<file path="config.mk">
export PLATFORM = sky130hd
export DESIGN_NAME = bcpe_lane
export DESIGN_NICKNAME = d
export VERILOG_FILES = /design/src/rtl/bezier_curve_point_eval_unit_assert.svh /design/src/rtl/bcpe_pkg.sv /design/src/rtl/bcpe_lane.sv
export SDC_FILE = /design/constraint.sdc
export NUM_CORES = 2
export LEC_CHECK = 0
export ABC_AREA = 1
export ABC_CLOCK_PERIOD_IN_PS = 5990
export BUFFER_PORTS_ARGS = -buffer_cell sky130_fd_sc_hd__buf_2
export CORE_ASPECT_RATIO = 0.5
export CORE_MARGIN = 3
export CORE_UTILIZATION = 30
export CTS_BUF_LIST = sky130_fd_sc_hd__clkbuf_8
export DETAILED_ROUTE_END_ITERATION = 6
export PLACE_DENSITY_LB_ADDON = 0.12
export SETUP_SLACK_MARGIN = 0.05
export SLEW_MARGIN = 20
export SYNTH_ARGS = -nofsm -noshare
export SYNTH_HDL_FRONTEND = slang
export SYNTH_SLANG_ARGS = --single-unit
</file>
<file path="constraint.sdc">
create_clock -name aclk -period 5.99 [get_ports aclk]
set_input_delay 0.2995 -clock aclk [delete_from_list [all_inputs] [get_ports aclk]]
set_output_delay 0.2995 -clock aclk [all_outputs]
set_load 0.05 [all_outputs]
</file>
<file path="src/rtl/bezier_curve_point_eval_unit_assert.svh">
// assertion macros for the bezier point unit, sampled on aclk, off while in reset
`ifndef BEZIER_CURVE_POINT_EVAL_UNIT_ASSERT_SVH
`define BEZIER_CURVE_POINT_EVAL_UNIT_ASSERT_SVH

// same-cycle implication
`define BCPE_ASSERT_IMP(name, ante, cons) \
    name: assert property (@(posedge aclk) disable iff (!aresetn) (ante) |-> (cons)) \
        else $error("bcpe same-cycle check failed");

// next-cycle implication
`define BCPE_ASSERT_NEXT(name, ante, cons) \
    name: assert property (@(posedge aclk) disable iff (!aresetn) (ante) |=> (cons)) \
        else $error("bcpe next-cycle check failed");

`endif

</file>
<file path="src/rtl/bcpe_pkg.sv">
`default_nettype none

package bcpe_pkg;

    localparam int COORD_BITS = 16;
    localparam int FRAC_BITS  = 24;
    localparam int IDX_BITS   = 10;
    localparam int DEG_BITS   = 2;
    localparam int NUM_PTS    = 4;

    localparam int FX_BITS   = FRAC_BITS + 1;
    localparam int W_BITS    = FRAC_BITS + 2;
    localparam int PROD_BITS = COORD_BITS + W_BITS;
    localparam int SUM_BITS  = PROD_BITS + 1;
    localparam int ACC_BITS  = PROD_BITS + 2;

    localparam int DIV_STEP   = 4;
    localparam int DIV_STAGES = FRAC_BITS / DIV_STEP;

    localparam int S_TDATA_BITS = ((IDX_BITS + 2 * NUM_PTS * COORD_BITS + 7) / 8) * 8;
    localparam int M_TDATA_BITS = ((2 * COORD_BITS + 7) / 8) * 8;

    localparam logic [IDX_BITS-1:0] RES_RESET = IDX_BITS'(100);
    localparam logic [FX_BITS-1:0]  FX_ONE    = {1'b1, {FRAC_BITS{1'b0}}};

    localparam logic [ACC_BITS-1:0] TRUNC_BIAS =
        {{(ACC_BITS-FRAC_BITS){1'b0}}, {FRAC_BITS{1'b1}}};

    localparam logic [DEG_BITS-1:0] DEG_LINEAR = DEG_BITS'(1);
    localparam logic [DEG_BITS-1:0] DEG_QUAD   = DEG_BITS'(2);

    typedef logic [FX_BITS-1:0] fx_t;
    typedef logic [W_BITS-1:0]  weight_t;

    typedef struct packed {
        logic [COORD_BITS-1:0] y;
        logic [COORD_BITS-1:0] x;
    } point_t;

    typedef struct packed {
        logic [DEG_BITS-1:0]       degree;
        point_t [NUM_PTS-1:0]      pts;
    } item_t;

    typedef struct packed {
        logic [PROD_BITS-1:0] y;
        logic [PROD_BITS-1:0] x;
    } prod_t;

    function automatic fx_t fx_mul(input fx_t a, input fx_t b);
        logic [2*FX_BITS-1:0] p;
        p = a * b;
        return p[FRAC_BITS +: FX_BITS];
    endfunction

endpackage

`default_nettype wire

</file>
<file path="src/rtl/bcpe_lane.sv">
`default_nettype none

module bcpe_lane
    import bcpe_pkg::*;
(
    input  wire          aclk,
    input  wire          load,
    input  wire point_t  p,
    input  wire weight_t w,
    output prod_t        prod
);

    logic signed [PROD_BITS:0] mx, my;
    prod_t prod_next, prod_reg;

    assign mx = $signed(p.x) * $signed({1'b0, w});
    assign my = $signed(p.y) * $signed({1'b0, w});

    assign prod_next.x = mx[PROD_BITS-1:0];
    assign prod_next.y = my[PROD_BITS-1:0];

    always_ff @(posedge aclk) begin
        if (load) begin
            prod_reg <= prod_next;
        end
    end

    assign prod = prod_reg;

endmodule

`default_nettype wire

</file>
# Yosys cells after proc, flatten, opt, wreduce, memory -nomap -nowiden
# Index checks and enable logic that the tools add are counted.
[classes]
multipliers = 2
[op_table]
columns = ["cell", "count"]
rows = [
  ["16-bit by 27-bit multiplier with 42-bit output", 2],
]
[totals]
ff_bits = 84
input_bits = 60
word_cells = 4

# Depth between registers and ports, before layout
[depth]
ltp_word = 1
ltp_mapped = 29
mapped_depth_nobuf = 27

# Least setup slack after synthesis
# Ideal clock, no wire load.
[synth_path]
kind = "input-to-reg"
start = "input p[1] (netlist name)"
end = "register prod_reg (netlist bit prod[36]) (data pin)"
n_path_buf = 2
arrival_time_ns = 5.174
path_stages = 27
setup_slack_ns = 0.564
cell_sequence = "clkbuf_1 clkbuf_1 nand2_1 fa_1 inv_1 fa_1 inv_1 fa_1 inv_1 fa_1 fa_1 inv_1 fa_1 inv_1 ha_1 nand2_1 inv_1 nand2_1 inv_1 nand2_1 nand2_1 inv_1 nor2_1 nor2_1 nand2_1 nand2_1 nand2_1"
[synth_via]
elab_chain_cells = 1
[synth_lines]
columns = ["element", "line", "source"]
rows = [
  ["start, declared", "bcpe_lane.sv:8", "input wire point_t p,"],
  ["16-bit by 27-bit multiplier with 42-bit output", "bcpe_lane.sv:16", "assign mx = $signed(p.x) * $signed({1'b0, w});"],
  ["named net mx[36]", "bcpe_lane.sv:13", "logic signed [PROD_BITS:0] mx, my;"],
  ["end signal, assigned", "bcpe_lane.sv:24", "prod_reg <= prod_next;"],
  ["end, declared", "bcpe_lane.sv:14", "prod_t prod_next, prod_reg;"],
]
# The timed path passes the listed nets, and every way through them passes these cells.
# A chain may end at the register's enable or synchronous reset.

# Worst setup path in the final report
[layout_path]
start = "input p[31] (netlist name)"
end = "register prod_reg (netlist bit prod[72]) (data pin)"
[layout_via]
elab_chain_cells = 1
[layout_lines]
columns = ["element", "line", "source"]
rows = [
  ["16-bit by 27-bit multiplier with 42-bit output", "bcpe_lane.sv:17", "assign my = $signed(p.y) * $signed({1'b0, w});"],
  ["named net my[30]", "bcpe_lane.sv:13", ""],
]
# The timed path passes the listed nets, and every way through them passes these cells.

==> impl_metrics.ini <==
[clock_network]
path_clk_slew_ps = 100
cts.sinks = 84
numCtsBuffers = 9
cts-root-buf = clkbuf_8
hold_buffers = 0
tritoncts = done
clockBufferDepth = 2
cts_post_setup_buffers_inserted = 0
cts_resized = 0
htreeDepth = 3

[routing]
vias_per_cell = 4.264
drtPass1Iterations = 5
remaining_drc_errors = 0
wirelength_mm = 96.33
vias = 25050
wl_per_cell_um = 16.39
drt_iter0_drc = 1242
antenna_left = 0

[logic_synthesis]
synth.most_common_cell = inv_1
yosys-top-cells-area = fa_1, inv_1, nand2_1
seq_area_frac_synth = 0.07807
synth_edf_count = 84
synth-seq-cells = 84
ys_warn_count = 0
synth_cells = 4311
ys.flop_type = edfxtp_1
synth_top_area_cell = fa_1
synth_commonest_cells = inv_1, nand2_1, fa_1
ys_types = 30
synth_nets = 5313
syn_area_um2 = 32310
avgSynthCellArea_um2 = 7.495
netlist.area_leader.share = 0.4139
async_reset_ff_frac = 0

[min_path]
worstHoldStart = load
min_path_type = input pin to flip-flop

[timing]
setup_tns_ps = 0
setup_slack_ps = 602.8
timing.fmax_ghz = 0.1856
worst_pin_slew_ps = 852.1
relSlewSlack = 0.4313
drv_slew = 0
finalCriticalPeriod_ps = 5387
setup_viol = 0
rsz0062_at_grt = no
finalHoldViolCount = 0
period_share = 0.8994

[floorplanning]
core_area_um2 = 105900
fp.dieW_um = 470.1
fp-row-count = 84
dieArea_um2 = 111900
io_pins = 144
start_util = 0.3050
fp.dieH_um = 238.1

[global_route]
grt-ovfl-total = 0
antenna_found_initial = 2
grt_usage = 0.1795
first_global_vias = 27320
grt_max_degree = 47
grt_pass1_wl_mm = 156.3

[setup_path]
cp_data_required_time_ps = 6220
cp_max_fo = 16
cp.arrival_ps = 5620
start_kind = input pin
cp-end-kind = flip-flop
critPathKind = input pin to flip-flop
worstSetupStartpoint = p[31]

[status]
run_status = complete, no violations

[final_layout]
nFillCells = 11550
nets = 5451
layout-drive-gt1-share = 0.07723
area_growth_pct = 10.84
regArea_um2 = 2522
largest_register_ffs = 84
multi_input_area_um2 = 23800

[run]
cap_viol_max_count = 0

[place]
place_ws_ps = 48.54
placement.io_buffers = 143
dpl.hpwl_mm = 82.31
place_congestion = 0.8579
-- worst max-delay path: stages --
cell and delay (ps):
buf_2 110, inv_1 610, nor2_1 120, fa_1 530
fa_1 450, fa_1 530, fa_1 490, fa_1 510
inv_1 50, fa_1 470, inv_1 40, ha_1 350
nand2_1 120, inv_1 50, nand2_1 140, inv_1 50
a21oi_1 170, nand3_1 200, nand2_1 140, nand2_1 60
nand2_1 50, nand2_1 70
-- final cells by class --
type	count	area share
multi-input cells	2634	0.6647
inverters	1419	0.1487
flip-flops and latches	84	0.07044
repair buffers	301	0.06191
well taps	1419	0.04958
clock buffers	9	0.003459
clock inverters	7	0.0009783
diodes	3	0.0002096
-- logic make-up (layout without fill, tap and decap cells) --
kind of cell | Yosys count | after routing | synth area share
flip-flops | 84 | 84 | 0.07807
XOR/XNOR | 52 | 52 | 0.01410
buffers and inverters | 1593 | 1736 | 0.1852
AO/OA/AOI/OAI | 98 | 98 | 0.01580
adder cells (fa/ha/maj) | 942 | 942 | 0.5200
AND/OR/NAND/NOR | 1542 | 1542 | 0.1868
other | 0 | 3 | 0
-- stage by stage --
| stage | instance area, um2 | std cells | utilization | hold slack, ps |
|---|---|---|---|---|
| 6_report | 35810 | 5876 | 0.3380 | 345.7 |
| 5_1_grt | 35810 | 5876 | 0.3380 | 330.4 |
| 4_1_cts | 35800 | 5873 | 0.3380 | 315.2 |
| 3_5_place_dp | 35640 | 5857 | 0.3365 | 844.1 |
| 3_3_place_gp | 35640 | 5857 | 0.3365 | 838.5 |
| 2_1_floorplan | 32310 | 4311 | - | 412.0 |
-- final timing paths --
| kind | slack [ps] | end | depth (start not counted) |
|---|---|---|---|
| worst min-delay path | 350 | prod[12] | 1 |
| worst max-delay path | 600 | prod[72] | 22 |
-- placed cells by master, fill, tap and decap left out, types with 4 or more instances in the layout --
master and count:
nand2_2 6, nand3_1 43, buf_4 134, nand3_2 15, a31oi_1 7, xnor2_1 13
nor2_1 145, buf_2 142, a21oi_1 57, nor2_2 4, clkbuf_8 9, inv_1 1419
nor3_1 23, buf_12 25, o21ai_0 30, edfxtp_1 84, ha_1 274, nand2_1 1294
xor2_1 39, fa_1 668
-- routing by layer --
layer	track usage	routed length, um
met5	0	0
met4	0.02983	1297
met3	0.02695	4482
met2	0.2826	41850
met1	0.2646	48700
Power is not shown: default switching activity piles up to over one toggle a cycle in this logic, so the estimate is an artifact.
