File: config.mk
export PLATFORM = sky130hd
export DESIGN_NAME = bcpe_div
export DESIGN_NICKNAME = d
export VERILOG_FILES = /design/src/rtl/bezier_curve_point_eval_unit_assert.svh /design/src/rtl/bcpe_pkg.sv /design/src/rtl/bcpe_div.sv
export SDC_FILE = /design/constraint.sdc
export NUM_CORES = 1
export LEC_CHECK = 0
export ABC_AREA = 0
export BUFFER_PORTS_ARGS = -buffer_cell sky130_fd_sc_hd__buf_2
export CAP_MARGIN = 10
export CELL_PAD_IN_SITES_DETAIL_PLACEMENT = 1
export CELL_PAD_IN_SITES_GLOBAL_PLACEMENT = 1
export CORE_MARGIN = 4
export CORE_UTILIZATION = 46
export CTS_CLUSTER_SIZE = 10
export DETAILED_ROUTE_END_ITERATION = 6
export PLACE_DENSITY_LB_ADDON = 0.1
export SYNTH_ARGS = -nofsm -noshare
export SYNTH_HDL_FRONTEND = slang
export SYNTH_SLANG_ARGS = --single-unit
File: constraint.sdc
create_clock -name aclk -period 10.9 [get_ports aclk]
set_input_delay 1.09 -clock aclk [delete_from_list [all_inputs] [get_ports aclk]]
set_output_delay 1.09 -clock aclk [all_outputs]
set_load 0.05 [all_outputs]
File: src/rtl/bezier_curve_point_eval_unit_assert.svh
// assertion macros for the bezier point unit, sampled on aclk, off while in reset
`ifndef BEZIER_CURVE_POINT_EVAL_UNIT_ASSERT_SVH
`define BEZIER_CURVE_POINT_EVAL_UNIT_ASSERT_SVH

// same-cycle implication
`define BCPE_ASSERT_IMP(name, ante, cons) \
    name: assert property (@(posedge aclk) disable iff (!aresetn) (ante) |-> (cons)) \
        else $error("bcpe same-cycle check failed");

// next-cycle implication
`define BCPE_ASSERT_NEXT(name, ante, cons) \
    name: assert property (@(posedge aclk) disable iff (!aresetn) (ante) |=> (cons)) \
        else $error("bcpe next-cycle check failed");

`endif

File: src/rtl/bcpe_pkg.sv
`default_nettype none

package bcpe_pkg;

    localparam int COORD_BITS = 16;
    localparam int FRAC_BITS  = 24;
    localparam int IDX_BITS   = 10;
    localparam int DEG_BITS   = 2;
    localparam int NUM_PTS    = 4;

    localparam int FX_BITS   = FRAC_BITS + 1;
    localparam int W_BITS    = FRAC_BITS + 2;
    localparam int PROD_BITS = COORD_BITS + W_BITS;
    localparam int SUM_BITS  = PROD_BITS + 1;
    localparam int ACC_BITS  = PROD_BITS + 2;

    localparam int DIV_STEP   = 4;
    localparam int DIV_STAGES = FRAC_BITS / DIV_STEP;

    localparam int S_TDATA_BITS = ((IDX_BITS + 2 * NUM_PTS * COORD_BITS + 7) / 8) * 8;
    localparam int M_TDATA_BITS = ((2 * COORD_BITS + 7) / 8) * 8;

    localparam logic [IDX_BITS-1:0] RES_RESET = IDX_BITS'(100);
    localparam logic [FX_BITS-1:0]  FX_ONE    = {1'b1, {FRAC_BITS{1'b0}}};

    localparam logic [ACC_BITS-1:0] TRUNC_BIAS =
        {{(ACC_BITS-FRAC_BITS){1'b0}}, {FRAC_BITS{1'b1}}};

    localparam logic [DEG_BITS-1:0] DEG_LINEAR = DEG_BITS'(1);
    localparam logic [DEG_BITS-1:0] DEG_QUAD   = DEG_BITS'(2);

    typedef logic [FX_BITS-1:0] fx_t;
    typedef logic [W_BITS-1:0]  weight_t;

    typedef struct packed {
        logic [COORD_BITS-1:0] y;
        logic [COORD_BITS-1:0] x;
    } point_t;

    typedef struct packed {
        logic [DEG_BITS-1:0]       degree;
        point_t [NUM_PTS-1:0]      pts;
    } item_t;

    typedef struct packed {
        logic [PROD_BITS-1:0] y;
        logic [PROD_BITS-1:0] x;
    } prod_t;

    function automatic fx_t fx_mul(input fx_t a, input fx_t b);
        logic [2*FX_BITS-1:0] p;
        p = a * b;
        return p[FRAC_BITS +: FX_BITS];
    endfunction

endpackage

`default_nettype wire

File: src/rtl/bcpe_div.sv
`default_nettype none

module bcpe_div
    import bcpe_pkg::*;
(
    input  wire                 aclk,
    input  wire                 aresetn,
    input  wire [IDX_BITS-1:0]  resolution,
    input  wire                 in_valid,
    output logic                in_ready,
    input  wire [IDX_BITS-1:0]  in_index,
    input  wire item_t          in_item,
    output logic                out_valid,
    input  wire                 out_ready,
    output fx_t                 out_t,
    output item_t               out_item
);

    logic [IDX_BITS-1:0] res_eff;
    logic [DIV_STAGES:0]   v_reg;
    logic [DIV_STAGES:0]   ld;
    logic [DIV_STAGES+1:0] rdy;

    logic [IDX_BITS-1:0] rem_reg  [DIV_STAGES+1];
    logic [IDX_BITS-1:0] rem_next [DIV_STAGES+1];
    fx_t                 q_reg    [DIV_STAGES+1];
    fx_t                 q_next   [DIV_STAGES+1];
    item_t               item_reg [DIV_STAGES+1];

    assign res_eff = (resolution == '0) ? IDX_BITS'(1) : resolution;

    always_comb begin
        rdy[DIV_STAGES+1] = out_ready;
        for (int i = DIV_STAGES; i >= 0; i--) begin
            ld[i]  = !v_reg[i] || rdy[i+1];
            rdy[i] = ld[i];
        end
    end

    assign in_ready = rdy[0];

    // clamp, integer quotient bit, then DIV_STEP quotient bits per stage
    always_comb begin
        logic [IDX_BITS-1:0] idx_c;
        logic [IDX_BITS-1:0] r;
        logic [IDX_BITS:0]   r2;
        fx_t                 q;
        idx_c       = (in_index > res_eff) ? res_eff : in_index;
        rem_next[0] = (idx_c == res_eff) ? '0 : idx_c;
        q_next[0]   = FX_BITS'(idx_c == res_eff);
        for (int i = 1; i <= DIV_STAGES; i++) begin
            r = rem_reg[i-1];
            q = q_reg[i-1];
            for (int j = 0; j < DIV_STEP; j++) begin
                r2 = {r, 1'b0};
                if (r2 >= {1'b0, res_eff}) begin
                    r2 = r2 - {1'b0, res_eff};
                    q  = {q[FX_BITS-2:0], 1'b1};
                end else begin
                    q  = {q[FX_BITS-2:0], 1'b0};
                end
                r = r2[IDX_BITS-1:0];
            end
            rem_next[i] = r;
            q_next[i]   = q;
        end
    end

    always_ff @(posedge aclk) begin
        if (!aresetn) begin
            v_reg <= '0;
        end else begin
            if (ld[0]) begin
                v_reg[0] <= in_valid;
            end
            for (int i = 1; i <= DIV_STAGES; i++) begin
                if (ld[i]) begin
                    v_reg[i] <= v_reg[i-1];
                end
            end
        end
    end

    always_ff @(posedge aclk) begin
        if (ld[0]) begin
            rem_reg[0]  <= rem_next[0];
            q_reg[0]    <= q_next[0];
            item_reg[0] <= in_item;
        end
        for (int i = 1; i <= DIV_STAGES; i++) begin
            if (ld[i]) begin
                rem_reg[i]  <= rem_next[i];
                q_reg[i]    <= q_next[i];
                item_reg[i] <= item_reg[i-1];
            end
        end
    end

    assign out_valid = v_reg[DIV_STAGES];
    assign out_t     = q_reg[DIV_STAGES];
    assign out_item  = item_reg[DIV_STAGES];

endmodule

`default_nettype wire

======== After elaboration in Yosys (flattened, before gate mapping) ========
Memory sizes are Yosys's and may differ from the RTL's.
Index checks and enable logic that the tools add are counted.
storage, ports and cells
  register bits after elaboration ......... 7
  output and inout port bits .............. 157
  bits of input ports ..................... 154
  RAM bits ................................ 1155
  memories ................................ 3
memory list
  name      words  width  read ports  clocked after Yosys merged registers in  write ports  RTL line        text
  item_reg  7      130    7           0                                        7            bcpe_div.sv:28  item_t item_reg [DIV_STAGES+1];
  q_reg     7      25     7           0                                        7            bcpe_div.sv:26  fx_t q_reg [DIV_STAGES+1];
  rem_reg   7      10     6           0                                        7            bcpe_div.sv:24  logic [IDX_BITS-1:0] rem_reg [DIV_STAGES+1];
cells by class
  mux-type cells .......................... 65
  add/sub/neg operators ................... 24
  eq/ne operators ......................... 1
  reduce and logical (&&, ||, !) cells .... 15
  order comparisons ....................... 25
operators by type and width
  kind                                          count
  two-way mux 10 bit                            27
  greater-or-equal comparator 11 x 10 -> 1 bit  24
  subtractor 10 bit                             24
  two-way mux 1 bit                             38
  == test 10 bit                                1
  greater-than comparator 10 bit                1
  logical NOT 10 bit                            1
  logical NOT 1 bit                             7
  logical OR 1 bit                              7

======== Depth between registers and ports, before layout ========
  depth after elaboration ................. 10
  depth in mapped cells ................... 52
  mapped depth without buffers ............ 43

======== Least setup slack after synthesis ========
Ideal clock, no wire load.
  kind .................................... input to register
  from .................................... input resolution[1]
  to ...................................... memory rem_reg[3][2] (data pin)
  data arrival time ....................... 10502 ps
  setup slack ............................. 143 ps
  data required time ...................... 10645 ps
  cell stages on the path ................. 47
  cells stage by stage .................... clkbuf_1 -> inv_1 -> a31o_2 -> inv_2 -> buf_1 -> buf_1 -> buf_1 -> buf_1 -> ha_1 -> nand3_1 -> a21o_1 -> and2_1 -> buf_4 -> mux2_2 -> ha_1 -> nand2_1 -> a311o_1 -> a31oi_1 -> [11 not listed] -> o211ai_2 -> o31ai_1 -> a211oi_1 -> o21a_1 -> buf_2 -> inv_2 -> clkbuf_1 -> mux2_2 -> ha_1 -> or2_2 -> a311oi_1 -> o31ai_1 -> o21a_1 -> or4_1 -> buf_2 -> nand2_4 -> inv_2 -> a31o_1
RTL lines
  element             RTL line        text
  start: declaration  bcpe_div.sv:8   input wire [IDX_BITS-1:0] resolution,
  end: declaration    bcpe_div.sv:24

==> results.ini <==
[die]
die_height_um = 320
core_area_um2 = 96700
dieArea_um2 = 103000
placementRows = 114
starting_density_pct = 46.4
floorplan.die.width_um = 320
boundaryPins = 311

[synthesis]
ys.flop_type = sky130_fd_sc_hd__edfxtp_1
synth_cell_type_count = 93
postSynthRegisterBits = 1068
synth_fp_nets = 3237
seq_total_area_yosys_pct = 71.3
synth_warnings = 0
synth_top_area_share_pct = 71.0
synth-edff-count = 1061
post_synth_instance_area_um2 = 44900
ys_top_cells_by_area = sky130_fd_sc_hd__edfxtp_1 (71%), sky130_fd_sc_hd__ha_1 (6.5%), sky130_fd_sc_hd__xnor2_1 (2.1%)
postSynth.asyncResetShare_pct = 0
netlist_instances = 2845
post_synth.cell_area_avg_um2 = 15.8
netlist.top_cell.by_area = sky130_fd_sc_hd__edfxtp_1

[clock_tree]
tritoncts.num_buffers = 121
root_buffer = sky130_fd_sc_hd__clkbuf_16
post-cts-setup-buffers = 0
numClockSinks = 1068
cts_hold_buffers = 0
clock_tree_from_tritoncts = yes
clock_tree.buffer_depth = 3
clock_tree.htree_level_count = 3
clock_latency_ns = 0.73
path_clk_slew_ns = 0.06

[layout]
final_cell_mix = sky130_fd_sc_hd__edfxtp_1 (1,061), sky130_fd_sc_hd__buf_2 (310), sky130_fd_sc_hd__ha_1 (232), sky130_fd_sc_hd__a21oi_1 (143), sky130_fd_sc_hd__nor2_1 (137)
layout.cells.most_common = sky130_fd_sc_hd__edfxtp_1
fillerInstances = 9231
final_nets = 3695
max_reg_flops = 910
area_delta_synth_final_pct = 15.6
drive_above_1_share_pct = 19.7

[place]
dpl_worst_slack_ns = -0.00935
gpl.final_weighted_congestion = 0.898
io_buffers = 310
post-dp-hpwl_um = 76700

[detailed_routing]
viasPerCell = 5.52
drt.antenna.violating_nets = 0
remaining_drc_errors = 0
detail_route.wirelength_um = 110000
num_vias = 25500
detail_route.first_pass.iterations = 5
drt-initial-drc-count = 1687
wirelength_per_cell_um = 23.9

[global_route]
grt_start_max_net_pins = 100
grt_overflow_total = 0
grt_antenna_before_repair = 10
global_route.usage.total_pct = 21.6
grt_pass1_vias = 28000
grt_first_pass_wirelength_um = 169000

[timing]
slew_violations = 0
slew_headroom_pct = 24.4
layout_setup_ws_ns = 0.794
final.min_clock_period_ns = 10.11
fmax_mhz = 99.0
post-route-period-util_pct = 92.7
setup_repair_after_global_routing_missed_its_margin = no
setup_violations = 0
max_slew.worst_pin.slew_ns = 1.13
hold_viol = 0
finClkSkew_ns = 0.0448

[worst_setup_path]
critPathMaxStageDelay_ns = 0.74
critPathLaunchType = input port
critPathMostFrequentCell = sky130_fd_sc_hd__ha_1
crit_required_ns = 11.34
crit_fanout = 15
timing_worst_setup_path_type = in2reg
cp_capture_type = flip-flop
timing.critical_path.slowest_stage_cell = sky130_fd_sc_hd__or4b_1
crit_arrival_ns = 10.54

[hold_path]
hp-class = reg2reg

[outcome]
outcome = finished, final reports clean

[flow_run]
maxCapViolations = 0

## critical path, delay by kind of cell
kind            cells  cell delay [ns]
compound gates     19             4.43
simple gates        6             1.55
mux                 2             0.67
fa+ha+maj           4             1.24
buf+inv             7             1.54
## final timing paths
| kind | from | to | slack [ns] | cells after the start |
|---|---|---|---|---|
| setup / recovery | resolution[1] | rem_reg[2][5]$_DFFE_PP_ | 0.79 | 38 |
| hold / removal | item_reg[1][35]$_DFFE_PP_ | item_reg[2][35]$_DFFE_PP_ | 0.38 | 0 |
| setup reg to reg | rem_reg[2][2]$_DFFE_PP_ | rem_reg[3][2]$_DFFE_PP_ | 1.25 | 36 |
| hold reg to reg | item_reg[1][35]$_DFFE_PP_ | item_reg[2][35]$_DFFE_PP_ | 0.38 | 0 |
## per-stage QoR
stage | utilization [%] | std cells | setup TNS (ns) | area (um^2) | hold slack, ns
2_1_floorplan | - | 2845 | 0 | 44900 | 0.400
3_3_place_gp | 50.1 | 4456 | 0 | 48400 | 0.400
3_5_place_dp | 50.1 | 4456 | -0.0102 | 48400 | 0.405
4_1_cts | 53.6 | 4609 | 0 | 51900 | 0.386
5_1_grt | 53.7 | 4612 | 0 | 51900 | 0.388
6_report | 53.7 | 4612 | 0 | 51900 | 0.382
## synthesized netlist by cell type, types with 14 or more instances
cell type,instances
sky130_fd_sc_hd__o211ai_1,20
sky130_fd_sc_hd__nand4_1,35
sky130_fd_sc_hd__mux2_2,81
sky130_fd_sc_hd__nor2_1,137
sky130_fd_sc_hd__inv_1,87
sky130_fd_sc_hd__o21bai_1,19
sky130_fd_sc_hd__a311oi_1,14
sky130_fd_sc_hd__a31oi_1,17
sky130_fd_sc_hd__xnor2_1,110
sky130_fd_sc_hd__o21ai_0,129
sky130_fd_sc_hd__ha_1,232
sky130_fd_sc_hd__and2_1,16
sky130_fd_sc_hd__nand2_1,127
sky130_fd_sc_hd__a21oi_1,144
sky130_fd_sc_hd__or3_1,32
sky130_fd_sc_hd__nor2b_1,20
sky130_fd_sc_hd__a211oi_1,17
sky130_fd_sc_hd__nand3_1,34
sky130_fd_sc_hd__nor3_1,38
sky130_fd_sc_hd__edfxtp_1,1061
sky130_fd_sc_hd__mux2i_1,25
sky130_fd_sc_hd__xor2_1,53
sky130_fd_sc_hd__o21a_1,42
sky130_fd_sc_hd__nand2b_1,34
sky130_fd_sc_hd__a21o_1,68
sky130_fd_sc_hd__clkbuf_1,23
## per-layer routing
metal | part of all wire, % | wire, um | track usage (%)
met1 | 43 | 47100 | 28.1
met2 | 51 | 56000 | 37.8
met3 | 4.0 | 4360 | 3.22
met4 | 2.5 | 2760 | 6.08
met5 | 0 | 0 | 0
## kinds of logic (layout without fill, tap and decap cells)
kind of cell	after synthesis	after routing	share of synthesized area, %
AOI/OAI and AO/OA	580	580	8.62
xor gates and xnor gates	163	163	3.18
adders and majority gates	238	238	6.74
buffers and inverters	138	626	1.22
DFF	1068	1068	71.3
muxes	113	113	2.77
other	0	3	0
and+or+nand+nor	545	545	6.16
## timing repair
item,4_1_cts,5_1_grt
gates resized for setup,0,2
endpoints found under the setup margin,0,8
hold endpoints to repair,0,0
## cell type report
cell class	count	area (um^2)	area share, %
multi-input combinational	1639	12400	23.8
tap	1276	1600	3.08
clock buffer	136	3100	5.98
sequential	1068	32000	61.7
clock inverter	17	334	0.644
antenna	3	7.51	0.0145
inverter	93	369	0.711
timing repair buffer	380	2100	4.05
Power is not shown: default switching activity piles up to over one toggle a cycle in this logic, so the estimate is an artifact.
