--- src/rtl/bezier_curve_point_eval_unit_assert.svh ---
// assertion macros for the bezier point unit, sampled on aclk, off while in reset
`ifndef BEZIER_CURVE_POINT_EVAL_UNIT_ASSERT_SVH
`define BEZIER_CURVE_POINT_EVAL_UNIT_ASSERT_SVH

// same-cycle implication
`define BCPE_ASSERT_IMP(name, ante, cons) \
    name: assert property (@(posedge aclk) disable iff (!aresetn) (ante) |-> (cons)) \
        else $error("bcpe same-cycle check failed");

// next-cycle implication
`define BCPE_ASSERT_NEXT(name, ante, cons) \
    name: assert property (@(posedge aclk) disable iff (!aresetn) (ante) |=> (cons)) \
        else $error("bcpe next-cycle check failed");

`endif

--- src/rtl/bcpe_pkg.sv ---
`default_nettype none

package bcpe_pkg;

    localparam int COORD_BITS = 16;
    localparam int FRAC_BITS  = 24;
    localparam int IDX_BITS   = 10;
    localparam int DEG_BITS   = 2;
    localparam int NUM_PTS    = 4;

    localparam int FX_BITS   = FRAC_BITS + 1;
    localparam int W_BITS    = FRAC_BITS + 2;
    localparam int PROD_BITS = COORD_BITS + W_BITS;
    localparam int SUM_BITS  = PROD_BITS + 1;
    localparam int ACC_BITS  = PROD_BITS + 2;

    localparam int DIV_STEP   = 4;
    localparam int DIV_STAGES = FRAC_BITS / DIV_STEP;

    localparam int S_TDATA_BITS = ((IDX_BITS + 2 * NUM_PTS * COORD_BITS + 7) / 8) * 8;
    localparam int M_TDATA_BITS = ((2 * COORD_BITS + 7) / 8) * 8;

    localparam logic [IDX_BITS-1:0] RES_RESET = IDX_BITS'(100);
    localparam logic [FX_BITS-1:0]  FX_ONE    = {1'b1, {FRAC_BITS{1'b0}}};

    localparam logic [ACC_BITS-1:0] TRUNC_BIAS =
        {{(ACC_BITS-FRAC_BITS){1'b0}}, {FRAC_BITS{1'b1}}};

    localparam logic [DEG_BITS-1:0] DEG_LINEAR = DEG_BITS'(1);
    localparam logic [DEG_BITS-1:0] DEG_QUAD   = DEG_BITS'(2);

    typedef logic [FX_BITS-1:0] fx_t;
    typedef logic [W_BITS-1:0]  weight_t;

    typedef struct packed {
        logic [COORD_BITS-1:0] y;
        logic [COORD_BITS-1:0] x;
    } point_t;

    typedef struct packed {
        logic [DEG_BITS-1:0]       degree;
        point_t [NUM_PTS-1:0]      pts;
    } item_t;

    typedef struct packed {
        logic [PROD_BITS-1:0] y;
        logic [PROD_BITS-1:0] x;
    } prod_t;

    function automatic fx_t fx_mul(input fx_t a, input fx_t b);
        logic [2*FX_BITS-1:0] p;
        p = a * b;
        return p[FRAC_BITS +: FX_BITS];
    endfunction

endpackage

`default_nettype wire

--- src/rtl/bcpe_merge.sv ---
`default_nettype none

module bcpe_merge
    import bcpe_pkg::*;
(
    input  wire                   aclk,
    input  wire                   aresetn,
    input  wire                   in_valid,
    output logic                  in_ready,
    input  wire prod_t [NUM_PTS-1:0] in_prod,
    output logic                  out_valid,
    input  wire                   out_ready,
    output point_t                out_point
);

    logic v1_reg, v2_reg, v3_reg;
    logic ld1, ld2, ld3;

    logic signed [SUM_BITS-1:0] sx01_reg, sx23_reg, sy01_reg, sy23_reg;
    logic signed [ACC_BITS-1:0] accx_reg, accy_reg;
    logic signed [ACC_BITS-1:0] bx, by;
    point_t point_next, point_reg;

    assign ld3      = !v3_reg || out_ready;
    assign ld2      = !v2_reg || ld3;
    assign ld1      = !v1_reg || ld2;
    assign in_ready = ld1;

    // divide by one fixed-point unit, rounding toward zero
    assign bx = accx_reg + (accx_reg[ACC_BITS-1] ? TRUNC_BIAS : '0);
    assign by = accy_reg + (accy_reg[ACC_BITS-1] ? TRUNC_BIAS : '0);
    assign point_next.x = bx[FRAC_BITS +: COORD_BITS];
    assign point_next.y = by[FRAC_BITS +: COORD_BITS];

    always_ff @(posedge aclk) begin
        if (!aresetn) begin
            v1_reg <= 1'b0;
            v2_reg <= 1'b0;
            v3_reg <= 1'b0;
        end else begin
            if (ld1) begin
                v1_reg <= in_valid;
            end
            if (ld2) begin
                v2_reg <= v1_reg;
            end
            if (ld3) begin
                v3_reg <= v2_reg;
            end
        end
    end

    always_ff @(posedge aclk) begin
        if (ld1) begin
            sx01_reg <= SUM_BITS'($signed(in_prod[0].x)) + SUM_BITS'($signed(in_prod[1].x));
            sx23_reg <= SUM_BITS'($signed(in_prod[2].x)) + SUM_BITS'($signed(in_prod[3].x));
            sy01_reg <= SUM_BITS'($signed(in_prod[0].y)) + SUM_BITS'($signed(in_prod[1].y));
            sy23_reg <= SUM_BITS'($signed(in_prod[2].y)) + SUM_BITS'($signed(in_prod[3].y));
        end
        if (ld2) begin
            accx_reg <= ACC_BITS'(sx01_reg) + ACC_BITS'(sx23_reg);
            accy_reg <= ACC_BITS'(sy01_reg) + ACC_BITS'(sy23_reg);
        end
        if (ld3) begin
            point_reg <= point_next;
        end
    end

    assign out_valid = v3_reg;
    assign out_point = point_reg;

endmodule

`default_nettype wire

--- config.mk ---
export PLATFORM = sky130hd
export DESIGN_NAME = bcpe_merge
export DESIGN_NICKNAME = d
export VERILOG_FILES = /design/src/rtl/bezier_curve_point_eval_unit_assert.svh /design/src/rtl/bcpe_pkg.sv /design/src/rtl/bcpe_merge.sv
export SDC_FILE = /design/constraint.sdc
export NUM_CORES = 1
export LEC_CHECK = 0
export ABC_AREA = 1
export BUFFER_PORTS_ARGS = -buffer_cell sky130_fd_sc_hd__buf_2
export CORE_MARGIN = 3
export CORE_UTILIZATION = 30
export DETAILED_ROUTE_END_ITERATION = 6
export GPL_TIMING_DRIVEN = 0
export PLACE_DENSITY_LB_ADDON = 0.1
export SYNTH_ARGS = -nofsm -noshare
export SYNTH_HDL_FRONTEND = slang
export SYNTH_SLANG_ARGS = --single-unit
--- constraint.sdc ---
create_clock -name aclk -period 9.1 [get_ports aclk]
set_input_delay 1.82 -clock aclk [delete_from_list [all_inputs] [get_ports aclk]]
set_output_delay 1.82 -clock aclk [all_outputs]
set_load 0.01 [all_outputs]
== Yosys cells after proc, flatten, opt, wreduce, memory -nomap -nowiden ==
Index checks and enable logic that the tools add are counted.
Cells by class
  add/subtract/negate cells: 8
  $mul: 0
  divide/modulo/power cells: 0
  order comparisons: 0
  equal/unequal tests: 0
  shift operators: 0
  mux-type cells: 2
  bitwise gates (word level): 0
  reductions and logical operators: 6
Operators by type and width (number)
  adder 42 x 42 -> 43 bit: 4
  adder 43 x 43 -> 44 bit: 2
  adder 40 x 24 -> 40 bit: 2
  2-to-1 mux 24 bit: 2
  logical NOT 1 bit: 3
  logical OR 1 bit: 3
Word-level totals
  register bits after elaboration: 295
  latch bits: 0
  memory bits (writable): 0
  memory bits (read-only): 0
  word-level logic and storage cells: 27
  memories: 0

== Depth between registers and ports, before layout ==
Gate-level depths: netlist (run 1).
  depth after elaboration: 4
  mapped depth: 14
  depth with buffers taken out: 14

== Worst setup path before layout (run 1) ==
Ideal clock, no wire load.
  kind: input to output
  from: input port out_ready
  to: output port in_ready
  arrival: 6.463 ns
  required time: 7.280 ns
  setup slack: 0.817 ns
  cell stages on the path: 4
  path buffers: 0
  path through: inv_1 -> nand2_1 -> nor2_1 -> nand2_1
Between the ends
  word-level cells in the longest chain between the ends: 3
Ends and longest elaborated chain
  from (decl): RTL line bcpe_merge.sv:12  | input wire out_ready,
  logical OR 1 bit: RTL line bcpe_merge.sv:24  | assign ld3 = !v3_reg || out_ready;
  net ld3: RTL line bcpe_merge.sv:17  | logic ld1, ld2, ld3;
  logical OR 1 bit: RTL line bcpe_merge.sv:25  | assign ld2 = !v2_reg || ld3;
  logical OR 1 bit: RTL line bcpe_merge.sv:26  | assign ld1 = !v1_reg || ld2;
  to (decl): RTL line bcpe_merge.sv:9  | output logic in_ready,
The timed path passes the listed nets, and every way through them passes these cells.

== Worst setup path in the final report (run 1) ==
Same ends and word-level chain as after synthesis.

==> flow_summary.toml, run 1 <==
[clock_network]
ctsHoldBuffers = 0
htreeDepth = 2
clock_sinks = 289
ctsLongestPathBuffers = 3
clkLatencyLatePin_ns = 0.56
cts_buffers = 36
tritoncts = "built"
clock_tree.root_cell = "clkbuf_16"
cts_repair_resize_count = 0
post_cts.repair.setup_buffers = 0
clock_transition_at_the_registers_of_the_reported_paths_ns = 0.06

[placement]
gp_congestion = 0.915
placement.cell_area_sq_mm = 0.0364
detailedPlacementHpwl_um = 97900
place_worst_setup_slack_ns = 3.28
count_of_input_and_output_buffers = 373

[die]
chipHeight_um = 336
core_rows = 120
design.die.area_sq_mm = 0.113
initial_utilization_pct = 30.4
top_level_ports = 374
core_region_area_sq_mm = 0.108
die_x_um = 336

[final_layout]
post_route_cells_drive_above_1_share_pct = 8.62
nFillCells = 12100
finish.net_count = 6456
layout.cell_area.non_filler_sq_mm = 0.0376
syn2layout_area_growth_pct = 15.1

[worst_setup_path]
path_class = "in2out"
critical_path.startpoint_type = "primary input"
timing.rr.start = "out_valid"
r2r_slack_ns = 6.33
cp.required_ns = 7.28
timing.critical_path.slowest_stage_cell = "nor2_1"
worst-r2r-cell-count = 6
crit_path_start = "out_ready"
worstReg2RegEnd = "sy01_reg[10]"
cp-end-kind = "output pin"
worst_path_arrival_ns = 3.38
worst_path_maximum_fanout = 34
timing.critical_path.to = "in_ready"
cp_slowest_stage_delay_ns = 0.56
worst_path_most_repeated_cell = "buf_2"
cells_along_the_critical_path = "buf_2, inv_1, nand2_2, nor2_1, nand2_4, buf_2"

[sta]
hold_viol = 0
slew_headroom_pct = 41.0
holdWs_ns = 0.460
timing_worst_slew_pin_value_ns = 0.884
max_clock_freq_ghz = 0.192
final.setup.worst_slack_ns = 3.90
timing.final.max_slew_violations = 0
setup-violations-final = 0
rsz0062_at_grt = "no"
fin_skew_ns = 0.0290
timing.final.crit_period_ns = 5.20
period_share_pct = 57.2

[route]
postRouteWirelength_um = 110000
dr.pass1.iters = 6
drc_violations = 0
antenna_left = 0
via_per_inst = 4.48
detail_route.wl_per_cell_um = 15.3
drt_iter0_drc = 1828
detailroute.via_count = 32400

[yosys]
async_reset_ff_share_pct = 0
synth-main-ff-cell = "edfxtp_1"
flops_latches_synth = 289
netlist_area_sq_mm = 0.0326
synth-warning-count = 0
edff_count_synth = 286
synth_sequential_area_ratio_pct = 26.5
synth_cells = 5395
postSynthNetCount = 6041
synth_cell_type_count = 35
syn-mean-instance-area_sq_um = 6.05

[grt]
grt-busiest-layer = "met2"
grt_util_met2_pct = 30.5
globalRouteMet1Util_pct = 28.7
global_route.overflow_total = 0
grtUsageTotal_pct = 19.3
grt_use_met3_pct = 2.14
antenna_found_initial = 13
grt_start_max_net_pins = 72
wire_length_of_the_first_global_routing_pass_um = 171000
grt_pass1_vias = 31300

[outcome]
status = "complete, no violations"

[pwr]
p_per_area_mw_per_mm2 = 228
vdd.ir_drop.worst_uv = 136
cellLeakagePower_nw = 21.4

[run]
maxCapViolations = 0

[hold_path]
min_path_type = "reg2reg"
[critical path, delay by kind of cell]
| family | cells | cell delay, ns |
|---|---|---|
| buffers and inverters | 3 | 0.35 |
| and+or+nand+nor | 3 | 1.21 |
[worst min-delay path by stage]
| stage | start | end | slack [ns] | depth (start not counted) |
|---|---|---|---|---|
| final | v2_reg | out_valid | 0.46 | 2 |
| after global routing | v2_reg | out_valid | 0.50 | 2 |
| after CTS | v2_reg | out_valid | 0.46 | 2 |
| after detailed placement | v2_reg | out_valid | 0.45 | 2 |
| after global placement | v2_reg | out_valid | 0.44 | 2 |
| after floorplan | v2_reg | out_valid | 0.43 | 2 |
[stage by stage]
step / utilization [%] / instances / setup TNS, ns / power [mW]
detailed placement: 33.8 / 7175 / 0 / 7.18
finish: 34.9 / 7243 / 0 / 8.57
CTS: 34.9 / 7240 / 0 / 8.66
floorplan: - / 5395 / 0 / 5.58
global placement: 33.7 / 7171 / -153.49 / 7.18
global route: 34.9 / 7240 / 0 / 9.47
[cell families after synthesis]
| group | share of synthesized area [%] |
|---|---|
| simple gates | 40.1 |
| flops | 26.5 |
| compound gates | 5.18 |
| xor+xnor | 3.89 |
| buf+inv | 12.5 |
| fa+ha+maj | 11.9 |
[cell usage in the layout, fill, tap and decap left out, types with 6 or more instances in the layout]
master,count
xor2_1,111
nand3_2,30
ha_1,300
and2_1,13
nand2_1,2239
edfxtp_1,286
nor3_1,51
a21oi_1,209
nor2_1,576
fa_1,6
nor2_2,17
a31oi_1,21
nand4_1,28
nand2b_1,10
xnor2_1,34
buf_2,373
clkbuf_16,38
nand3_1,261
nand2_2,6
inv_1,1085
o21bai_1,29
clkinvlp_4,7
o21ai_0,44
[final cells by class]
class / instances / area (sq um) / share of cell area [%]
diodes: 3 / 7.51 / 0.0200
inverters: 1087 / 4080 / 10.9
well taps: 1403 / 1760 / 4.67
clock inverters: 22 / 200 / 0.533
multi-input cells: 4019 / 19900 / 53.1
flip-flops and latches: 289 / 8650 / 23.0
repair buffers: 377 / 1970 / 5.24
clock buffers: 43 / 970 / 2.58
[metal layers]
layer	vias up	share of wire (%)
li1	17400	-
met1	14300	52
met2	635	42
met3	96	4.6
met4	8	1.6
met5	-	0.043
[report_power, final]
group	internal [mW]	total [mW]	switching, mW	leakage [nW]
logic	1.55	4.77	3.22	17.8
registers	2.06	2.37	0.315	3.08
clock network	0.827	1.43	0.600	0.552
total	4.44	8.57	4.14	21.4
[synth_stat cells (5+ instances only)]
| cell | instances | area (sq um) |
|---|---|---|
| nand2_1 | 2241 | 8410 |
| inv_1 | 1086 | 4080 |
| nor2_1 | 576 | 2160 |
| ha_1 | 300 | 3750 |
| edfxtp_1 | 286 | 8590 |
| nand3_1 | 261 | 1310 |
| a21oi_1 | 209 | 1050 |
| xor2_1 | 111 | 972 |
| nor3_1 | 51 | 255 |
| o21ai_0 | 44 | 220 |
| xnor2_1 | 34 | 298 |
| nand3_2 | 30 | 300 |
| o21bai_1 | 29 | 218 |
| nand4_1 | 28 | 175 |
| a31oi_1 | 21 | 131 |
| nor2_2 | 17 | 106 |
| and2_1 | 13 | 81.3 |
| nand2b_1 | 10 | 62.6 |
| fa_1 | 6 | 120 |
| a21o_1 | 5 | 37.5 |
| nand2_2 | 5 | 31.3 |
No activity file was read; power rests on OpenSTA's default activity.
==> run 2: changes to the inputs <==
- ABC_AREA: 1 -> 0
- clock period: 9.1 -> 4.8 ns (I/O delays scaled with it)
==> flow_summary.toml, run 2 <==
[outcome]
status = "complete, no violations"

[grt]
antenna_found_initial = 1
wire_length_of_the_first_global_routing_pass_um = 108000
grt_pass1_vias = 20800
grtUsageTotal_pct = 16.2
global_route.overflow_total = 0
grt_start_max_net_pins = 66

[pwr]
p_seq_share_pct = 34.5
p_sw_share_pct = 36.6
p_switching_mw = 4.65
comb_power_share_pct = 44.0
vdd.ir_drop.worst_uv = 233
p_per_area_mw_per_mm2 = 447
cell_internal_pwr_mw = 8.05
p_clk_share_pct = 21.5
cellLeakagePower_nw = 12.7
total_power_mw = 12.7

[yosys]
synth-warning-count = 0
postSynthNetCount = 3113
synthDominantCellAreaShare_pct = 36.0
synth_sequential_area_ratio_pct = 36.3
flops_latches_synth = 289
yosys.cell_count.top_type = "ha_1"
syn-mean-instance-area_sq_um = 9.67
edff_count_synth = 286
netlist_area_sq_mm = 0.0239
synth-main-ff-cell = "edfxtp_1"
synth_cell_type_count = 73
synth_cells = 2467
post_synth_most_frequent_cells = "300 x ha_1, 286 x edfxtp_1, 252 x a21oi_1, 176 x a21o_1, 166 x nand2_1"
synth_area_leader_cell = "edfxtp_1"
synthTopCellsByArea = "edfxtp_1 36%, ha_1 16%, xnor2_1 5.6%"
async_reset_ff_share_pct = 0

[route]
met2RoutedLength_um = 33900
antenna_left = 0
detail_route.wirelength.met1_um = 30300
detail_route.wl_per_cell_um = 17.4
via_per_inst = 5.08
detailroute.via_count = 20100
postRouteWirelength_um = 68900
drc_violations = 0
dr.pass1.iters = 5
wl_met3_um = 2770
route.top_layer_used = "met4"
drt_iter0_drc = 937

[clock_network]
clock_transition_at_the_registers_of_the_reported_paths_ns = 0.05
clock_sinks = 289
ctsLongestPathBuffers = 3
clock_tree.root_cell = "clkbuf_16"
clkLatencyLatePin_ns = 0.54
htreeDepth = 2
tritoncts = "built"
cts_buffers = 38

[final_layout]
post_route_cells_drive_above_1_share_pct = 15.5
ff_latch_area_sq_mm = 0.00865
antennaDiodeCount = 0
area_used_by_multi_input_combinational_logic_sq_mm = 0.0147
final_util_pct = 36.3
layout_common_cells = "373 x buf_2, 300 x ha_1, 286 x edfxtp_1, 252 x a21oi_1, 176 x a21o_1"
mostFrequentLayoutCell = "buf_2"
syn2layout_area_growth_pct = 18.9
finish.net_count = 3531
nFillCells = 7985

[worst_setup_path]
worst-r2r-cell-count = 12
timing.rr.start = "sx01_reg[0]"
cp-end-kind = "register"
worst_path_maximum_fanout = 5
r2r_slack_ns = 0.73
cp.required_ns = 5.08
worstReg2RegEnd = "accx_reg[38]"
worst_path_arrival_ns = 4.78
path_class = "in2reg"
critical_path.startpoint_type = "primary input"
crit_path_start = "in_prod[0]"

[sta]
holdWs_ns = 0.539
max_clock_freq_ghz = 0.222
fin_skew_ns = 0.0146
rsz0062_at_grt = "no"
timing.final.max_slew_violations = 0
final.setup.worst_slack_ns = 0.301
hold_viol = 0
setup-violations-final = 0
totalNegativeSetupSlack_ns = 0
timing.final.crit_period_ns = 4.50
period_share_pct = 93.7
slew_headroom_pct = 37.2
timing_worst_slew_pin_value_ns = 0.930

[die]
chipHeight_um = 288
core_region_area_sq_mm = 0.0781
design.die.area_sq_mm = 0.0829
initial_utilization_pct = 30.5
die_x_um = 288
core_rows = 102
top_level_ports = 374

[hold_path]
min_path_type = "reg2reg"
hold_path.startpoint = "v1_reg"
min_delay_path_depth = 2
min_to = "v2_reg"

[placement]
detailedPlacementHpwl_um = 57500
gp_congestion = 0.894
place_worst_setup_slack_ns = -0.522
count_of_input_and_output_buffers = 373

[run]
maxCapViolations = 0
==> run 2: changes by cell type in the layout (fill, tap and decap cells not counted), sizes merged, moves of 43 or more <==
| cell | delta |
|---|---|
| nand3 | -229 |
| xnor2 | +119 |
| nand2 | -2080 |
| clkbuf | +54 |
| a21oi | +43 |
| nor2 | -436 |
| a21o | +171 |
| inv | -997 |
| nor2b | +50 |
| o21ai | +86 |
==> run 2: worst max-delay path by stage <==
stage          slack (ns)  cells after the start            to
2_1_floorplan        0.04                      2   sx01_reg[0]
3_3_place_gp        -2.14                      4      in_ready
3_5_place_dp        -0.52                     14  sx01_reg[38]
4_1_cts              0.04                     14  sx01_reg[36]
5_1_grt              0.06                     14  sx01_reg[42]
6_report             0.30                     14  sx01_reg[42]
==> run 2: per-layer routing <==
layer | GRT usage (%) | vias up
met5 | 0 | -
met3 | 2.30 | 113
met2 | 28.9 | 411
met4 | 5.05 | 0
li1 | - | 10200
met1 | 20.2 | 9391
==> run 2: power by group through the flow <==
| stage | registers (mW) | clock network, mW | logic, mW |
|---|---|---|---|
| 6_report | 4.38 | 2.73 | 5.58 |
| 5_1_grt | 4.47 | 2.94 | 6.36 |
| 4_1_cts | 4.39 | 2.85 | 5.63 |
| 3_5_place_dp | 4.43 | 0 | 5.58 |
| 3_3_place_gp | 4.42 | 0 | 5.54 |
| 2_1_floorplan | 4.34 | 0 | 4.08 |
==> run 2: repair_timing <==
| item | 4_1_cts | 5_1_grt |
|---|---|---|
| hold endpoints to repair | 0 | 0 |
| hold buffers | 0 | 0 |
| resized for setup | 0 | 1 |
| setup endpoints to repair | 0 | 5 |
| setup buffers | 0 | 0 |
==> run 2: logic make-up after synthesis <==
group,Yosys count,synth area share [%]
xor+xnor,237,8.70
fa+ha+maj,306,16.2
flops,289,36.3
simple gates,653,13.4
mux,3,0.131
buf+inv,138,2.19
compound gates,841,23.1
==> run 2: cell type report <==
class	count	share of cell area (%)
Clock buffer	53	3.66
Clock inverter	16	0.538
Multi-Input combinational cell	2040	51.8
Buffer	47	0.635
Timing Repair Buffer	378	7.04
Tap cell	1040	4.59
Sequential cell	289	30.5
Inverter	91	1.20
==> run 2: worst max-delay path, stage by stage <==
cell and delay, ns:
buf_2 0.08, ha_1 0.16, inv_1 0.05, fa_1 0.39, nand2b_1 0.20, a211oi_1 0.36
o31ai_1 0.26, o41ai_2 0.54, a21oi_1 0.19, o21ai_1 0.48, a311oi_2 0.26, o31ai_2 0.49
o31a_1 0.23, a22oi_1 0.12
==> run 2: stage by stage <==
step	area (sq um)	std cells
5_1_grt	28400	3954
6_report	28400	3954
4_1_cts	28400	3954
2_1_floorplan	23900	2467
3_3_place_gp	27000	3880
3_5_place_dp	27200	3885
==> run 3: changes to the inputs <==
- CELL_PAD_IN_SITES_DETAIL_PLACEMENT: not set -> 0
- CELL_PAD_IN_SITES_GLOBAL_PLACEMENT: not set -> 1
==> flow_summary.toml, run 3 (synthesis results as in run 2) <==
[outcome]
status = "complete, no violations"

[sta]
period_share_pct = 93.7
timing.final.crit_period_ns = 4.50
slew_headroom_pct = 35.6
timing.final.max_slew_violations = 0
holdWs_ns = 0.548
max_clock_freq_ghz = 0.222
timing_worst_slew_pin_value_ns = 0.953
final.setup.worst_slack_ns = 0.302
rsz0062_at_grt = "no"
totalNegativeSetupSlack_ns = 0
fin_skew_ns = 0.0150
hold_viol = 0
setup-violations-final = 0

[pwr]
cellLeakagePower_nw = 12.7
vdd.ir_drop.worst_uv = 212
p_per_area_mw_per_mm2 = 452

[final_layout]
post_route_cells_drive_above_1_share_pct = 15.7
syn2layout_area_growth_pct = 19.1
mostFrequentLayoutCell = "buf_2"
final_cells = 3955
finish.net_count = 3530
nFillCells = 8048
final_util_pct = 36.4
layout_common_cells = "373 x buf_2, 300 x ha_1, 286 x edfxtp_1, 252 x a21oi_1, 176 x a21o_1"

[placement]
gp_congestion = 0.857
place_inst = 3884
count_of_input_and_output_buffers = 373
detailedPlacementHpwl_um = 58000
place_worst_setup_slack_ns = -0.494

[hold_path]
min_path_type = "reg2reg"

[die]
initial_utilization_pct = 30.5
design.die.area_sq_mm = 0.0829
core_rows = 102
die_x_um = 288
chipHeight_um = 288
top_level_ports = 374
core_region_area_sq_mm = 0.0781

[worst_setup_path]
cp.required_ns = 5.07
worst_path_maximum_fanout = 5
critical-path-top-delay-family = "compound AO/OA/AOI/OAI gates"
worst_path_arrival_ns = 4.77
cells_along_the_critical_path = "buf_2, ha_1, inv_1, fa_1, nand2b_1, a211oi_1, o31ai_1, o41ai_2, a21oi_1, o21ai_1, a311oi_2, o31ai_2, a311oi_1, xnor2_1"
cp_slowest_stage_delay_ns = 0.52
timing.critical_path.slowest_stage_cell = "o21ai_1"
critical_path.startpoint_type = "primary input"
path_class = "in2reg"
worst-path-buf-inv = 2
cp-end-kind = "register"

[route]
detail_route.wl_per_cell_um = 17.6
drc_violations = 0
drt_iter0_drc = 1085
postRouteWirelength_um = 69400
detailroute.via_count = 19900
via_per_inst = 5.04
dr.pass1.iters = 5
antenna_left = 0

[clock_network]
ctsHoldBuffers = 0
post_cts.repair.setup_buffers = 0
ctsLongestPathBuffers = 3
clkLatencyLatePin_ns = 0.54
htreeDepth = 2
clock_tree.root_cell = "clkbuf_16"
clock_transition_at_the_registers_of_the_reported_paths_ns = 0.05
cts_repair_resize_count = 0
tritoncts = "built"
clock_sinks = 289
cts_buffers = 38

[grt]
grtUsageTotal_pct = 16.2
grt_start_max_net_pins = 66
wire_length_of_the_first_global_routing_pass_um = 107000
antenna_found_initial = 5
global_route.overflow_total = 0
grt_pass1_vias = 20400

[run]
maxCapViolations = 0
run 3: worst paths after layout:
path	start	cells after the start	endpoint	slack [ns]
worst max-delay path	in_prod[0]	14	sx01_reg[40]	0.30
worst min register to register	accx_reg[39]	1	out_point[15]	0.55
worst max register to register	sx23_reg[0]	12	accx_reg[38]	0.66
worst min-delay path	accx_reg[39]	1	out_point[15]	0.55
run 3: metal layers:
metal	GRT usage [%]	wire [um]	vias up
met1	19.7	29900	9272
met2	28.8	34100	386
li1	-	-	10200
met3	3.42	3620	91
met5	0	13	-
met4	4.64	1740	2
run 3: cell type report:
| cell class | instances | area [sq um] | share of cell area, % |
|---|---|---|---|
| Antenna cell | 3 | 7.51 | 0.0264 |
| Buffer | 47 | 180 | 0.634 |
| Clock buffer | 45 | 1040 | 3.66 |
| Clock inverter | 23 | 211 | 0.744 |
| Inverter | 91 | 342 | 1.20 |
| Multi-Input combinational cell | 2040 | 14700 | 51.8 |
| Sequential cell | 289 | 8650 | 30.4 |
| Tap cell | 1040 | 1300 | 4.58 |
| Timing Repair Buffer | 377 | 1970 | 6.93 |
run 3: power by group:
part           switching, mW  leakage (nW)  internal [mW]
sequential             0.439          3.05           3.94
combinational           3.17          9.04           2.45
clock                   1.08         0.608           1.75
run 3: per-stage QoR:
stage / area, sq um / power [mW]
global placement: 27000 / 10.0
global route: 28400 / 13.9
finish: 28400 / 12.8
floorplan: 23900 / 8.42
detailed placement: 27100 / 10.0
CTS: 28400 / 13.0
